<file path="src/hw/rtl/mrms_pkg.sv">
`default_nettype none

package mrms_pkg;

    localparam int DataW   = 16;
    localparam int CountW  = 25;
    localparam int SumW    = 41;
    localparam int SqW     = 57;
    localparam int ScaleW  = 24;
    localparam int MeanW   = 40;
    localparam int SigmaW  = 39;

    localparam int CfgIdxW  = 2;
    localparam int CfgDataW = 24;

    localparam int MaxVoxelsDefault  = 16777216;
    localparam int QueueDepthDefault = 4;

    localparam logic [ScaleW-1:0] ScaleOne = 24'h010000;

    localparam logic StatusOk    = 1'b0;
    localparam logic StatusEmpty = 1'b1;

    typedef enum logic [CfgIdxW-1:0] {
        CFG_RANGE_LOW    = 2'd0,
        CFG_RANGE_HIGH   = 2'd1,
        CFG_RANGE_ENABLE = 2'd2,
        CFG_DATA_SCALE   = 2'd3
    } cfg_index_t;

    typedef struct packed {
        logic signed [DataW-1:0] data_sample;
        logic signed [DataW-1:0] mask_sample;
        logic                    last_voxel;
    } in_item_t;

    typedef struct packed {
        logic        [CountW-1:0] region_count;
        logic signed [MeanW-1:0]  region_mean;
        logic        [SigmaW-1:0] region_sigma;
        logic                     status;
    } result_t;

    typedef struct packed {
        logic                    pass;
        logic signed [DataW-1:0] data;
        logic                    last;
    } class_item_t;

    typedef struct packed {
        logic [ScaleW-1:0] data_scale;
    } back_cfg_t;

endpackage

`default_nettype wire

</file>
<file path="src/hw/rtl/mrms_front.sv">
`default_nettype none

module mrms_front
    import mrms_pkg::*;
(
    input  wire logic                clk,
    input  wire logic                rst_n,
    input  wire logic                cfg_valid,
    output logic                     cfg_ready,
    input  wire logic [CfgIdxW-1:0]  cfg_index,
    input  wire logic [CfgDataW-1:0] cfg_data,
    input  wire in_item_t            item,
    output class_item_t              cls,
    output back_cfg_t                bcfg
);

    logic signed [DataW-1:0] range_low_reg;
    logic signed [DataW-1:0] range_high_reg;
    logic                    range_enable_reg;
    logic [ScaleW-1:0]       data_scale_reg;

    assign cfg_ready = 1'b1;

    always_ff @(posedge clk or negedge rst_n)
    begin
        if (!rst_n)
        begin
            range_low_reg    <= '0;
            range_high_reg   <= '0;
            range_enable_reg <= 1'b0;
            data_scale_reg   <= ScaleOne;
        end
        else if (cfg_valid && cfg_ready)
        begin
            unique case (cfg_index_t'(cfg_index))
                CFG_RANGE_LOW:    range_low_reg    <= cfg_data[DataW-1:0];
                CFG_RANGE_HIGH:   range_high_reg   <= cfg_data[DataW-1:0];
                CFG_RANGE_ENABLE: range_enable_reg <= cfg_data[0];
                CFG_DATA_SCALE:   data_scale_reg   <= cfg_data[ScaleW-1:0];
            endcase
        end
    end

    logic in_range;

    always_comb
    begin
        in_range = ($signed(item.mask_sample) >= $signed(range_low_reg))
                && ($signed(item.mask_sample) <= $signed(range_high_reg));
        cls.pass = (item.mask_sample != '0) && (!range_enable_reg || in_range);
        cls.data = item.data_sample;
        cls.last = item.last_voxel;
        bcfg.data_scale = (data_scale_reg == '0) ? ScaleOne : data_scale_reg;
    end

endmodule

`default_nettype wire

</file>
<file path="src/hw/rtl/mrms_queue.sv">
`default_nettype none

module mrms_queue
    import mrms_pkg::*;
#(
    parameter int DEPTH = QueueDepthDefault
)
(
    input  wire logic        clk,
    input  wire logic        rst_n,
    input  wire logic        push,
    input  wire class_item_t wr_item,
    output logic             full,
    input  wire logic        pop,
    output class_item_t      rd_item,
    output logic             empty
);

    localparam int PtrW = (DEPTH > 1) ? $clog2(DEPTH) : 1;
    localparam int CntW = $clog2(DEPTH + 1);

    class_item_t         mem_reg [DEPTH];
    logic [PtrW-1:0]     wr_ptr_reg, wr_ptr_next;
    logic [PtrW-1:0]     rd_ptr_reg, rd_ptr_next;
    logic [CntW-1:0]     cnt_reg, cnt_next;
    logic                do_push, do_pop;

    assign full    = (cnt_reg == CntW'(DEPTH));
    assign empty   = (cnt_reg == '0);
    assign do_push = push && !full;
    assign do_pop  = pop && !empty;
    assign rd_item = mem_reg[rd_ptr_reg];

    always_comb
    begin
        wr_ptr_next = wr_ptr_reg;
        rd_ptr_next = rd_ptr_reg;
        cnt_next    = cnt_reg;
        if (do_push)
        begin
            wr_ptr_next = (wr_ptr_reg == PtrW'(DEPTH - 1)) ? '0 : wr_ptr_reg + PtrW'(1);
        end
        if (do_pop)
        begin
            rd_ptr_next = (rd_ptr_reg == PtrW'(DEPTH - 1)) ? '0 : rd_ptr_reg + PtrW'(1);
        end
        if (do_push && !do_pop)
        begin
            cnt_next = cnt_reg + CntW'(1);
        end
        else if (do_pop && !do_push)
        begin
            cnt_next = cnt_reg - CntW'(1);
        end
    end

    always_ff @(posedge clk or negedge rst_n)
    begin
        if (!rst_n)
        begin
            wr_ptr_reg <= '0;
            rd_ptr_reg <= '0;
            cnt_reg    <= '0;
        end
        else
        begin
            wr_ptr_reg <= wr_ptr_next;
            rd_ptr_reg <= rd_ptr_next;
            cnt_reg    <= cnt_next;
        end
    end

    always_ff @(posedge clk)
    begin
        if (do_push)
        begin
            mem_reg[wr_ptr_reg] <= wr_item;
        end
    end

endmodule

`default_nettype wire

</file>
<file path="src/hw/rtl/mrms_back.sv">
`default_nettype none

module mrms_back
    import mrms_pkg::*;
#(
    parameter int MAX_VOXELS = MaxVoxelsDefault
)
(
    input  wire logic        clk,
    input  wire logic        rst_n,
    input  wire class_item_t head,
    input  wire logic        q_empty,
    output logic             q_pop,
    input  wire back_cfg_t   bcfg,
    output result_t          result,
    output logic             empty,
    input  wire logic        pop
);

    localparam int MulAW    = 126;
    localparam int MulBW    = SqW;
    localparam int DivDW    = 48;
    localparam int DevW     = 79;
    localparam int RadW     = 2 * SigmaW;
    localparam int RemW     = SigmaW + 2;
    localparam int DivSteps = MulAW;
    localparam int DivCntW  = $clog2(DivSteps + 1);
    localparam int SqCntW   = $clog2(SigmaW + 1);

    typedef enum logic [10:0] {
        F_IDLE = 11'b00000000001,
        F_MMUL = 11'b00000000010,
        F_MDIV = 11'b00000000100,
        F_SCL  = 11'b00000001000,
        F_NSQ  = 11'b00000010000,
        F_S2   = 11'b00000100000,
        F_DEV  = 11'b00001000000,
        F_NN   = 11'b00010000000,
        F_VDIV = 11'b00100000000,
        F_SQRT = 11'b01000000000,
        F_DONE = 11'b10000000000
    } fin_state_t;

    fin_state_t fin_state_reg, fin_state_next;

    logic        [CountW-1:0] acc_cnt_reg, acc_cnt_next;
    logic signed [SumW-1:0]   acc_sum_reg, acc_sum_next;
    logic        [SqW-1:0]    acc_sq_reg,  acc_sq_next;

    logic [CountW-1:0] n_reg, n_next;
    logic              s_neg_reg, s_neg_next;
    logic [MeanW-1:0]  mag_reg, mag_next;
    logic [SqW-1:0]    sq_reg, sq_next;
    logic [ScaleW-1:0] scale_reg, scale_next;
    logic [MeanW-1:0]  mean_reg, mean_next;
    logic [SigmaW-1:0] sigma_reg, sigma_next;
    logic              status_reg, status_next;
    logic [DivDW-1:0]  scl2_reg, scl2_next;
    logic [DevW-1:0]   nsq_reg, nsq_next;

    logic [MulAW-1:0]  mul_a_reg, mul_a_next;
    logic [MulBW-1:0]  mul_b_reg, mul_b_next;
    logic [MulAW-1:0]  mul_acc_reg, mul_acc_next;

    logic [MulAW-1:0]   div_q_reg, div_q_next;
    logic [DivDW-1:0]   div_r_reg, div_r_next;
    logic [DivDW-1:0]   div_d_reg, div_d_next;
    logic [DivCntW-1:0] div_cnt_reg, div_cnt_next;

    logic [RadW-1:0]   sq_rad_reg, sq_rad_next;
    logic [RemW-1:0]   sq_rem_reg, sq_rem_next;
    logic [SigmaW-1:0] sq_root_reg, sq_root_next;
    logic [SqCntW-1:0] sq_cnt_reg, sq_cnt_next;

    result_t res_reg, res_next;
    logic    res_valid_reg, res_valid_next;

    logic                    take, start, mul_done, res_load;
    logic signed [31:0]      d_sq;
    logic        [CountW-1:0] cnt_upd;
    logic signed [SumW-1:0]  sum_upd;
    logic        [SqW-1:0]   sq_upd;
    logic        [SumW-1:0]  sum_abs;
    logic        [DivDW:0]   div_r2;
    logic                    div_ge;
    logic        [RemW+1:0]  sq_rem2, sq_trial;
    logic                    sq_ge;

    assign q_pop  = !q_empty && (!head.last || fin_state_reg == F_IDLE);
    assign start  = q_pop && head.last;
    assign take   = q_pop && head.pass && (acc_cnt_reg < CountW'(MAX_VOXELS));
    assign empty  = !res_valid_reg;
    assign result = res_reg;
    assign mul_done = (mul_b_reg == '0);

    always_comb
    begin
        d_sq    = $signed(head.data) * $signed(head.data);
        cnt_upd = take ? acc_cnt_reg + CountW'(1) : acc_cnt_reg;
        sum_upd = take ? acc_sum_reg + {{(SumW-DataW){head.data[DataW-1]}}, head.data}
                       : acc_sum_reg;
        sq_upd  = take ? acc_sq_reg + {{(SqW-32){1'b0}}, d_sq} : acc_sq_reg;
        sum_abs = sum_upd[SumW-1] ? -sum_upd : sum_upd;

        if (start)
        begin
            acc_cnt_next = '0;
            acc_sum_next = '0;
            acc_sq_next  = '0;
        end
        else
        begin
            acc_cnt_next = cnt_upd;
            acc_sum_next = sum_upd;
            acc_sq_next  = sq_upd;
        end
    end

    always_comb
    begin
        fin_state_next = fin_state_reg;
        n_next      = n_reg;
        s_neg_next  = s_neg_reg;
        mag_next    = mag_reg;
        sq_next     = sq_reg;
        scale_next  = scale_reg;
        mean_next   = mean_reg;
        sigma_next  = sigma_reg;
        status_next = status_reg;
        scl2_next   = scl2_reg;
        nsq_next    = nsq_reg;
        res_load    = 1'b0;

        mul_a_next   = mul_a_reg;
        mul_b_next   = mul_b_reg;
        mul_acc_next = mul_acc_reg;
        if (!mul_done)
        begin
            mul_acc_next = mul_acc_reg + (mul_b_reg[0] ? mul_a_reg : '0);
            mul_a_next   = {mul_a_reg[MulAW-2:0], 1'b0};
            mul_b_next   = {1'b0, mul_b_reg[MulBW-1:1]};
        end

        div_r2     = {div_r_reg, div_q_reg[MulAW-1]};
        div_ge     = (div_r2 >= {1'b0, div_d_reg});
        div_q_next = div_q_reg;
        div_r_next = div_r_reg;
        div_d_next = div_d_reg;
        div_cnt_next = div_cnt_reg;
        if (div_cnt_reg != '0)
        begin
            div_r_next   = div_ge ? DivDW'(div_r2 - {1'b0, div_d_reg}) : div_r2[DivDW-1:0];
            div_q_next   = {div_q_reg[MulAW-2:0], div_ge};
            div_cnt_next = div_cnt_reg - DivCntW'(1);
        end

        sq_rem2  = {sq_rem_reg, sq_rad_reg[RadW-1:RadW-2]};
        sq_trial = {2'b00, sq_root_reg, 2'b01};
        sq_ge    = (sq_rem2 >= sq_trial);
        sq_rad_next  = sq_rad_reg;
        sq_rem_next  = sq_rem_reg;
        sq_root_next = sq_root_reg;
        sq_cnt_next  = sq_cnt_reg;
        if (sq_cnt_reg != '0)
        begin
            sq_rem_next  = sq_ge ? RemW'(sq_rem2 - sq_trial) : sq_rem2[RemW-1:0];
            sq_root_next = {sq_root_reg[SigmaW-2:0], sq_ge};
            sq_rad_next  = {sq_rad_reg[RadW-3:0], 2'b00};
            sq_cnt_next  = sq_cnt_reg - SqCntW'(1);
        end

        unique case (fin_state_reg)
            F_IDLE:
            begin
                if (start)
                begin
                    n_next      = cnt_upd;
                    s_neg_next  = sum_upd[SumW-1];
                    mag_next    = sum_abs[MeanW-1:0];
                    sq_next     = sq_upd;
                    scale_next  = bcfg.data_scale;
                    mean_next   = '0;
                    sigma_next  = '0;
                    status_next = StatusOk;
                    if (cnt_upd == '0)
                    begin
                        status_next    = StatusEmpty;
                        fin_state_next = F_DONE;
                    end
                    else
                    begin
                        mul_a_next     = MulAW'(sum_abs[MeanW-1:0]);
                        mul_b_next     = MulBW'(bcfg.data_scale);
                        mul_acc_next   = '0;
                        fin_state_next = F_MMUL;
                    end
                end
            end
            F_MMUL:
            begin
                if (mul_done)
                begin
                    div_q_next     = mul_acc_reg;
                    div_r_next     = '0;
                    div_d_next     = DivDW'(n_reg);
                    div_cnt_next   = DivCntW'(DivSteps);
                    fin_state_next = F_MDIV;
                end
            end
            F_MDIV:
            begin
                if (div_cnt_reg == '0)
                begin
                    mean_next = s_neg_reg ? -div_q_reg[MeanW-1:0] : div_q_reg[MeanW-1:0];
                    if (n_reg == CountW'(1))
                    begin
                        fin_state_next = F_DONE;
                    end
                    else
                    begin
                        mul_a_next     = MulAW'(scale_reg);
                        mul_b_next     = MulBW'(scale_reg);
                        mul_acc_next   = '0;
                        fin_state_next = F_SCL;
                    end
                end
            end
            F_SCL:
            begin
                if (mul_done)
                begin
                    scl2_next      = mul_acc_reg[DivDW-1:0];
                    mul_a_next     = MulAW'(n_reg);
                    mul_b_next     = sq_reg;
                    mul_acc_next   = '0;
                    fin_state_next = F_NSQ;
                end
            end
            F_NSQ:
            begin
                if (mul_done)
                begin
                    nsq_next       = mul_acc_reg[DevW-1:0];
                    mul_a_next     = MulAW'(mag_reg);
                    mul_b_next     = MulBW'(mag_reg);
                    mul_acc_next   = '0;
                    fin_state_next = F_S2;
                end
            end
            F_S2:
            begin
                if (mul_done)
                begin
                    mul_a_next     = MulAW'(nsq_reg - mul_acc_reg[DevW-1:0]);
                    mul_b_next     = MulBW'(scl2_reg);
                    mul_acc_next   = '0;
                    fin_state_next = F_DEV;
                end
            end
            F_DEV:
            begin
                if (mul_done)
                begin
                    div_q_next     = mul_acc_reg;
                    mul_a_next     = MulAW'(n_reg);
                    mul_b_next     = MulBW'(n_reg - CountW'(1));
                    mul_acc_next   = '0;
                    fin_state_next = F_NN;
                end
            end
            F_NN:
            begin
                if (mul_done)
                begin
                    div_r_next     = '0;
                    div_d_next     = mul_acc_reg[DivDW-1:0];
                    div_cnt_next   = DivCntW'(DivSteps);
                    fin_state_next = F_VDIV;
                end
            end
            F_VDIV:
            begin
                if (div_cnt_reg == '0)
                begin
                    if (div_q_reg[MulAW-1:RadW] != '0)
                    begin
                        sigma_next     = '1;
                        fin_state_next = F_DONE;
                    end
                    else
                    begin
                        sq_rad_next    = div_q_reg[RadW-1:0];
                        sq_rem_next    = '0;
                        sq_root_next   = '0;
                        sq_cnt_next    = SqCntW'(SigmaW);
                        fin_state_next = F_SQRT;
                    end
                end
            end
            F_SQRT:
            begin
                if (sq_cnt_reg == '0)
                begin
                    sigma_next     = sq_root_reg;
                    fin_state_next = F_DONE;
                end
            end
            F_DONE:
            begin
                if (!res_valid_reg || pop)
                begin
                    res_load       = 1'b1;
                    fin_state_next = F_IDLE;
                end
            end
            default:
            begin
                fin_state_next = F_IDLE;
            end
        endcase

        res_next = res_reg;
        if (res_load)
        begin
            res_next.region_count = n_reg;
            res_next.region_mean  = mean_reg;
            res_next.region_sigma = sigma_reg;
            res_next.status       = status_reg;
        end
        res_valid_next = res_load || (res_valid_reg && !pop);
    end

    always_ff @(posedge clk or negedge rst_n)
    begin
        if (!rst_n)
        begin
            fin_state_reg <= F_IDLE;
            acc_cnt_reg   <= '0;
            acc_sum_reg   <= '0;
            acc_sq_reg    <= '0;
            mul_b_reg     <= '0;
            div_cnt_reg   <= '0;
            sq_cnt_reg    <= '0;
            res_valid_reg <= 1'b0;
        end
        else
        begin
            fin_state_reg <= fin_state_next;
            acc_cnt_reg   <= acc_cnt_next;
            acc_sum_reg   <= acc_sum_next;
            acc_sq_reg    <= acc_sq_next;
            mul_b_reg     <= mul_b_next;
            div_cnt_reg   <= div_cnt_next;
            sq_cnt_reg    <= sq_cnt_next;
            res_valid_reg <= res_valid_next;
        end
    end

    always_ff @(posedge clk)
    begin
        n_reg       <= n_next;
        s_neg_reg   <= s_neg_next;
        mag_reg     <= mag_next;
        sq_reg      <= sq_next;
        scale_reg   <= scale_next;
        mean_reg    <= mean_next;
        sigma_reg   <= sigma_next;
        status_reg  <= status_next;
        scl2_reg    <= scl2_next;
        nsq_reg     <= nsq_next;
        mul_a_reg   <= mul_a_next;
        mul_acc_reg <= mul_acc_next;
        div_q_reg   <= div_q_next;
        div_r_reg   <= div_r_next;
        div_d_reg   <= div_d_next;
        sq_rad_reg  <= sq_rad_next;
        sq_rem_reg  <= sq_rem_next;
        sq_root_reg <= sq_root_next;
        res_reg     <= res_next;
    end

    assert property (@(posedge clk) disable iff (!rst_n)
        start |=> (acc_cnt_reg == '0))
        else $error("accumulators not cleared after last voxel");

    assert property (@(posedge clk) disable iff (!rst_n)
        $rose(res_valid_reg) |-> $past(fin_state_reg == F_DONE))
        else $error("result loaded outside finish state");

    assert property (@(posedge clk) disable iff (!rst_n)
        acc_cnt_reg <= CountW'(MAX_VOXELS))
        else $error("voxel count beyond limit");

    assert property (@(posedge clk) disable iff (!rst_n)
        (fin_state_reg == F_MDIV || fin_state_reg == F_VDIV) |-> (div_r_reg < div_d_reg))
        else $error("divider remainder not below divisor");

endmodule

`default_nettype wire

</file>
<file path="src/hw/rtl/masked_region_mean_sigma.sv">
// Voxels: one transaction per cycle into a short queue while it is not full;
// accumulation keeps pace. Result: computed after the last voxel by the shared
// bit-serial multiplier, two 126-step restoring divides and a 39-step root.
// A single voxel skips the variance; an empty volume skips all arithmetic.
// A following volume streams in while the result is computed or waits.
// Reset (rst_n low, asynchronous): accumulators, queue and result cleared,
// range registers zero, range check off, data scale 1.0.
`default_nettype none

module masked_region_mean_sigma
    import mrms_pkg::*;
#(
    parameter int MAX_VOXELS  = MaxVoxelsDefault,
    parameter int QUEUE_DEPTH = QueueDepthDefault
)
(
    input  wire logic                clk,
    input  wire logic                rst_n,
    input  wire logic                push,
    output logic                     full,
    input  wire in_item_t            item,
    output logic                     empty,
    input  wire logic                pop,
    output result_t                  result,
    input  wire logic                cfg_valid,
    output logic                     cfg_ready,
    input  wire logic [CfgIdxW-1:0]  cfg_index,
    input  wire logic [CfgDataW-1:0] cfg_data
);

    class_item_t cls, head;
    back_cfg_t   bcfg;
    logic        q_empty, q_pop;

    mrms_front u_front (
        .clk       (clk),
        .rst_n     (rst_n),
        .cfg_valid (cfg_valid),
        .cfg_ready (cfg_ready),
        .cfg_index (cfg_index),
        .cfg_data  (cfg_data),
        .item      (item),
        .cls       (cls),
        .bcfg      (bcfg)
    );

    mrms_queue #(
        .DEPTH (QUEUE_DEPTH)
    ) u_queue (
        .clk     (clk),
        .rst_n   (rst_n),
        .push    (push),
        .wr_item (cls),
        .full    (full),
        .pop     (q_pop),
        .rd_item (head),
        .empty   (q_empty)
    );

    mrms_back #(
        .MAX_VOXELS (MAX_VOXELS)
    ) u_back (
        .clk     (clk),
        .rst_n   (rst_n),
        .head    (head),
        .q_empty (q_empty),
        .q_pop   (q_pop),
        .bcfg    (bcfg),
        .result  (result),
        .empty   (empty),
        .pop     (pop)
    );

endmodule

`default_nettype wire

</file>
<file path="config.mk">
export PLATFORM = sky130hd
export DESIGN_NAME = masked_region_mean_sigma
export DESIGN_NICKNAME = d
export VERILOG_FILES = /design/src/hw/rtl/mrms_pkg.sv /design/src/hw/rtl/mrms_front.sv /design/src/hw/rtl/mrms_queue.sv /design/src/hw/rtl/mrms_back.sv /design/src/hw/rtl/masked_region_mean_sigma.sv
export SDC_FILE = /design/constraint.sdc
export NUM_CORES = 2
export LEC_CHECK = 0
export BUFFER_PORTS_ARGS = -buffer_cell sky130_fd_sc_hd__buf_4
export CORE_ASPECT_RATIO = 0.5
export CORE_MARGIN = 8
export CORE_UTILIZATION = 30
export CTS_CLUSTER_DIAMETER = 80
export CTS_CLUSTER_SIZE = 28
export DETAILED_ROUTE_END_ITERATION = 8
export PLACE_DENSITY = 0.46
export SETUP_SLACK_MARGIN = 0.4
export SLEW_MARGIN = 5
export SYNTH_ARGS = -nofsm -noshare
export SYNTH_HDL_FRONTEND = slang
export SYNTH_SLANG_ARGS = --single-unit
export TNS_END_PERCENT = 5
</file>
<file path="constraint.sdc">
create_clock -name clk -period 21.2 [get_ports clk]
set_input_delay 0 -clock clk [delete_from_list [all_inputs] [get_ports clk]]
set_output_delay 0 -clock clk [all_outputs]
set_load 0.01 [all_outputs]
</file>
### After elaboration in Yosys (flattened, before gate mapping)

Memory sizes are Yosys's and may differ from the RTL's.
Cells that the tools add are included.

* flip-flop bits (word level): 1360
* RAM bits: 72
* logic and storage cells: 241
* memories kept: 1

* $add $sub $neg: 16
* multipliers: 1
* magnitude comparators: 5
* equal/unequal tests: 30
* muxes and demuxes: 98
* reductions and logical operators: 53

Memory list
* u_queue.mem_reg: words 4, bits a word 18, rd ports 1, clocked after memory_dff 0, write ports 1, RTL line mrms_queue.sv:22 `class_item_t mem_reg [DEPTH];`

Operator list (number)
* 126-bit 2-to-1 mux: 18
* 126-bit case mux with 5 select lines: 1
* 57-bit 2-to-1 mux: 11
* 126-bit case mux with 3 select lines: 1
* 57-bit case mux with 6 select lines: 1
* 39-bit 2-to-1 mux: 8
* 78-bit 2-to-1 mux: 4
* 48-bit 2-to-1 mux: 6
* 41-bit 2-to-1 mux: 7
* 40-bit 2-to-1 mux: 4
* 11-bit 2-to-1 mux: 14
* 126-bit adder: 1
* 11-bit case mux with 11 select lines: 1
* 39-bit case mux with 3 select lines: 1
* 48-bit case mux with 2 select lines: 1
* 40-bit negator: 2
* 40-bit case mux with 2 select lines: 1
* 79-bit by 79-bit subtractor with 80-bit output: 1
* 57-bit by 32-bit adder with 57-bit output: 1
* 57-bit logical NOT: 1
* 25-bit 2-to-1 mux: 2
* 49-bit by 48-bit >= comparator with 1-bit output: 1
* 48-bit nonzero test: 1
* 48-bit subtractor: 1
* other kinds (56): 113

### Longest topological paths before layout

An unclocked memory read counts as a cell.

* depth after elaboration: 12
* mapped depth: 44
* gate-level depth less buffers: 40

### Hierarchy

From an unflattened synthesis, not the netlist that was laid out.

* cell total of the unflattened synthesis: 9835
* area, all modules: 89911.2 um^2

Modules (own cells, without submodules)
* mrms_back: instances 1, cells an instance 9397, area each 83649.0 um^2
* mrms_front: instances 1, cells an instance 307, area each 3228.1 um^2
* mrms_queue: instances 1, cells an instance 131, area each 3034.2 um^2

### Worst setup path before layout

Ideal clock, no wire load.

* path kind: register -> register
* start point: register u_queue.rd_ptr_reg[1]
* end point: register u_back.acc_sq_reg[44]
* library setup time: 0.119 ns
* arrival: 9.580 ns
* required time: 21.081 ns
* slack: 11.501 ns
* stages on the path, launching flop included: 39
* buffers on the path: 4
* period minus slack after synthesis: 9.699 ns
* cell sequence: dfrtp_1 > buf_1 > clkbuf_1 > mux2_2 > o21ai_1 > inv_1 > clkbuf_1 > nand2_1 > inv_1 > fa_1 > inv_1 > fa_1 > fa_1 > fa_1 > inv_1 > fa_1 > inv_1 > fa_1 > [3 not listed] > a21oi_1 > nand2_1 > a31oi_1 > o21ai_0 > o21a_1 > nor2_1 > xnor2_1 > ha_1 > and3_1 > a21o_1 > o41ai_1 > o211ai_1 > a41oi_1 > o31a_1 > clkbuf_1 > nor3b_1 > xor2_1 > and2_1

* longest elaborated chain between the ends: 8
* elaborated cells between the ends (all ways): 11
* those cells by class: 1 x add/sub; 1 x mul; 2 x mux; 6 x reduce/logical; 1 x memory

Ends and longest elaborated chain
* from (decl): RTL line mrms_queue.sv:24 `logic [PtrW-1:0] rd_ptr_reg, rd_ptr_next;`
* from (signal assigned): RTL line mrms_queue.sv:68 `rd_ptr_reg <= rd_ptr_next;`
* memory read 4 x 18 bit *
* parallel branches: the longest is 5 deep, another holds 57-bit by 32-bit adder with 57-bit output
* 57-bit 2-to-1 mux *: RTL line mrms_back.sv:102 `sq_upd = take ? acc_sq_reg + {{(SqW-32){1'b0}}, d_sq} : acc_sq_reg;`
* net u_back.sq_upd[44]: RTL line mrms_back.sv:82 `logic [SqW-1:0] sq_upd;`
* 57-bit 2-to-1 mux *: RTL line mrms_back.sv:105 `if (start)`
* net u_back.acc_sq_next[44]: RTL line mrms_back.sv:48 `logic [SqW-1:0] acc_sq_reg, acc_sq_next;`
* to (signal assigned): RTL line mrms_back.sv:351 `acc_sq_reg <= acc_sq_next;`
* to (decl): RTL line mrms_back.sv:48

Mark *: on every way through the listed nets, which the timed path passes.
A chain may end at the register's enable or synchronous reset.

### Final worst setup path

* start point: register u_queue.rd_ptr_reg[1]
* end point: register u_back.sq_reg[44], data pin

* longest elaborated chain between the ends: 7
* elaborated cells between the ends (all ways): 9
* those cells by class: 1 x add/sub; 1 x mul; 1 x mux; 5 x reduce/logical; 1 x memory

Ends and longest elaborated chain
* memory read 4 x 18 bit *
* parallel branches: the longest is 5 deep, another holds 57-bit by 32-bit adder with 57-bit output
* 57-bit 2-to-1 mux *: RTL line mrms_back.sv:102
* net u_back.sq_upd[44]: RTL line mrms_back.sv:82
* to (signal assigned): RTL line mrms_back.sv:364 `sq_reg <= sq_next;`
* to (decl): RTL line mrms_back.sv:53 `logic [SqW-1:0] sq_reg, sq_next;`

Marked as above.

==> results by group <==
Status
  – Run status: finished clean

Routing
  – DR vias: ~73,000
  – Wire length per cell: about 22 um
  – Routed wire length: about 300,000 um
  – Antenna Violating Nets Remaining: 0
  – DRC Markers: 0
  – DR vias/cell: roughly 5.2
  – Drt first pass iters: 6
  – Initial DRC count: ~6,000

Job
  – Max Cap Viol: 0

Setup path
  – Launching element type of the critical path: flip-flop
  – Worst reg2reg path endpoint: u_back.sq_reg[44]
  – R2r setup slk: just over 10 ns
  – Slowest cell on the critical path: o41ai_1
  – Crit. Startpoint: u_queue.rd_ptr_reg[1]
  – Reg2Reg Depth: 31
  – Worst r2r src: u_queue.rd_ptr_reg[1]
  – Most Frequent Cell on Critical Path: fa_1
  – CP peak stage delay: 0.77 ns
  – Worst Path Max Fanout: 24
  – Critical Path End Type: flip-flop
  – Worst path arrival time: 11.54 ns
  – Setup crit end: u_back.sq_reg[44]
  – CP required: ~22 ns
  – CP Class: flip-flop to flip-flop

Synth
  – Post-Synthesis Cell Area: between 90,000 and 100,000 um2
  – Synthesis-stage register bit count: approximately 1,400
  – Synth top area cells: edfxtp_1 19%, dfxtp_1 13%, dfrtp_1 7.4%, ha_1 6.9%, fa_1 5.4%
  – Post-Syn Instances: roughly 10,000
  – Top cell type's share of synthesized area: about a fifth
  – Ys Warns: 0
  – Biggest area consumer among synthesized cells: edfxtp_1
  – EDFF count, synth: 579
  – Sequential-to-total area share from yosys stat: approximately two fifths
  – Top FF cell, synth: dfxtp_1
  – Synth unique cells: 108
  – Mapped Avg Cell Area: roughly 9 um2
  – Syn_nets: between 10,000 and 15,000
  – Async S/R FF share, synth: a little under a fifth

Global route
  – Global-route wire length before repair: ~460,000 um
  – Largest net degree at the start of global routing: roughly 150
  – GRT Residual Overflow: 0
  – Vias in the first global route: 71,567
  – Total GRT Usage: between 10% and 20%
  – Initial antenna violation count: 14

Place
  – HPWL Detailed: ~220,000 um
  – Port bufs: 170
  – Placer Congestion: between 0.8 and 0.9

STA
  – Period utilization: a little over half
  – Total Negative Setup Slacks: 0 ns
  – Slew @ Worst Pin: roughly 1.2 ns
  – Tmin final: ~11 ns
  – Worst Skew: between 0.07 and 0.08 ns
  – Max_slew headroom: between 10% and 20%
  – Fmax achieved: ~90 MHz
  – Setup violators final: 0
  – Final slew viol count: 0
  – Final hold vios: 0
  – Unrepaired setup endpoints after global routing: false

Finish
  – Nets@finish: about 11,000
  – Area growth, synth to finish: 10.2%
  – FILL cells: about 31,000
  – Share of layout cells above drive strength 1: 6.13%

Clocking
  – Worst-skew pair later-pin latency: 0.79 ns
  – Clk sinks: approximately 1,400
  – CTS Buffer Depth: 3
  – CTS tree: built
  – CTS Root Cell: clkbuf_16
  – Postcts setup bufs: 0
  – Hold_buf cts: roughly 110
  – Clk slew on worst S/H paths: ~0.10 ns
  – H-tree depth: 3
  – Post-CTS sizing: 0
  – Clock buffer count from CTS: slightly below 80

Min path
  – Hold WC Path Type: primary input to flip-flop

Die
  – Core region area: around 300,000 um2
  – Height of the die: ~400 um
  – Die footprint: approximately 320,000 um2
  – DIE WIDTH: around 790 um
  – Core Rows: around 140
  – Initial Utilization: 30.2%
  – # IOs: approximately 170
-- kinds of logic after synthesis --
family          synth area share, %
simple gates                   15.6
compound gates                 19.3
flops                          39.6
buf+inv                        5.27
fa+ha+maj                      12.3
xor+xnor                       4.81
mux                            3.10
other cells                 0.00415
-- critical path, delay by kind of cell (launching register included) --
kind                     cells  cell delay (ns)
AO/OA/AOI/OAI               10             3.87
adder cells (fa/ha/maj)      8             3.66
buffers and inverters        6             1.07
AND/OR/NAND/NOR              4             0.86
flip-flops                   1             0.56
multiplexers                 1             0.38
XOR/XNOR                     2             0.37
-- cell type report --
type                    instances  area [um2]  share of cell area [%]
multi-input cells            7325       50000                    50.2
flip-flops and latches       1432       35800                    36.0
well taps                    4032        5040                    5.07
repair buffers                393        3300                    3.32
inverters                     692        2610                    2.62
clock buffers                  97        2110                    2.12
clock inverters                49         682                   0.685
diodes                          2        5.00                 0.00503
-- stage by stage --
step / utilization, % / setup WS [ns] / area [um2] / cells / hold slack [ns]
floorplan: - / 11.50 / 90300 / 9995 / -0.296
global placement: 31.9 / 10.11 / 95600 / 13769 / 0.0909
detailed placement: 31.9 / 10.05 / 95600 / 13769 / 0.0925
global route: 33.2 / 9.40 / 99500 / 14020 / 0.0155
CTS: 33.2 / 10.02 / 99500 / 14020 / 0.000881
finish: 33.2 / 10.15 / 99500 / 14022 / 0.0553
-- synth_stat cells, types with 47 or more instances --
cell and count:
nand2_1 1066, mux2i_1 184, a211oi_1 90, o21ai_0 648
a31oi_1 147, or3_1 101, o21bai_1 83, nor3_1 123
and2_1 245, nand2b_1 61, dfrtp_1 267, mux2_2 67
nor2_1 811, nand4_1 112, nor4_1 76, xor2_1 211
o211ai_1 47, nor2b_1 47, inv_1 690, a21o_1 305
dfxtp_1 584, and3_1 55, a21oi_1 940, clkbuf_1 460
edfxtp_1 579, o21a_1 57, fa_1 242, nand3_1 170
a22oi_1 66, xnor2_1 285, ha_1 500
-- layer usage --
| metal | vias up | wire (um) | global-route usage (%) |
|---|---|---|---|
| met2 | 1684 | 134000 | 29.0 |
| met5 | - | 12 | 0 |
| met1 | 35776 | 146000 | 26.3 |
| met4 | 2 | 7860 | 4.28 |
| li1 | 35197 | - | - |
| met3 | 295 | 14900 | 2.19 |
-- placed cells by master (no fill, tap or decap), types with 25 or more instances in the layout --
cell type and n:
nor2b_1 47, buf_4 282, nand4_1 112, mux2_2 67, a221oi_1 32, fa_1 242
xnor2_1 285, nor3_1 122, nand3_1 169, o211ai_1 47, mux2i_1 184, nand2b_1 60
a21oi_1 938, nor2_1 800, inv_1 689, clkbuf_16 81, a31oi_1 147, dfrtp_1 266
or2_2 25, a22oi_1 66, nor4_1 76, and3_1 53, o31ai_1 46, o21bai_1 83
dfxtp_1 584, dlygate4sd3_1 104, o21a_1 57, ha_1 500, or3_1 101, o21ai_0 646
nand2_1 1063, a211oi_1 90, a21o_1 305, and2_1 245, edfxtp_1 579, xor2_1 211
-- worst min path at each step --
stage	startpoint	endpoint	cells past startpoint
finish	cfg_data[6]	u_front.range_high_reg[6]	3
global route	cfg_data[17]	u_front.data_scale_reg[17]	3
CTS	cfg_data[10]	u_front.data_scale_reg[10]	3
detailed placement	rst_n	u_queue.wr_ptr_reg[0]	1
global placement	rst_n	u_queue.wr_ptr_reg[0]	1
floorplan	rst_n	u_back.acc_cnt_reg[0]	0
Power is not shown: default switching activity piles up to over one toggle a cycle in this logic, so the estimate is an artifact.
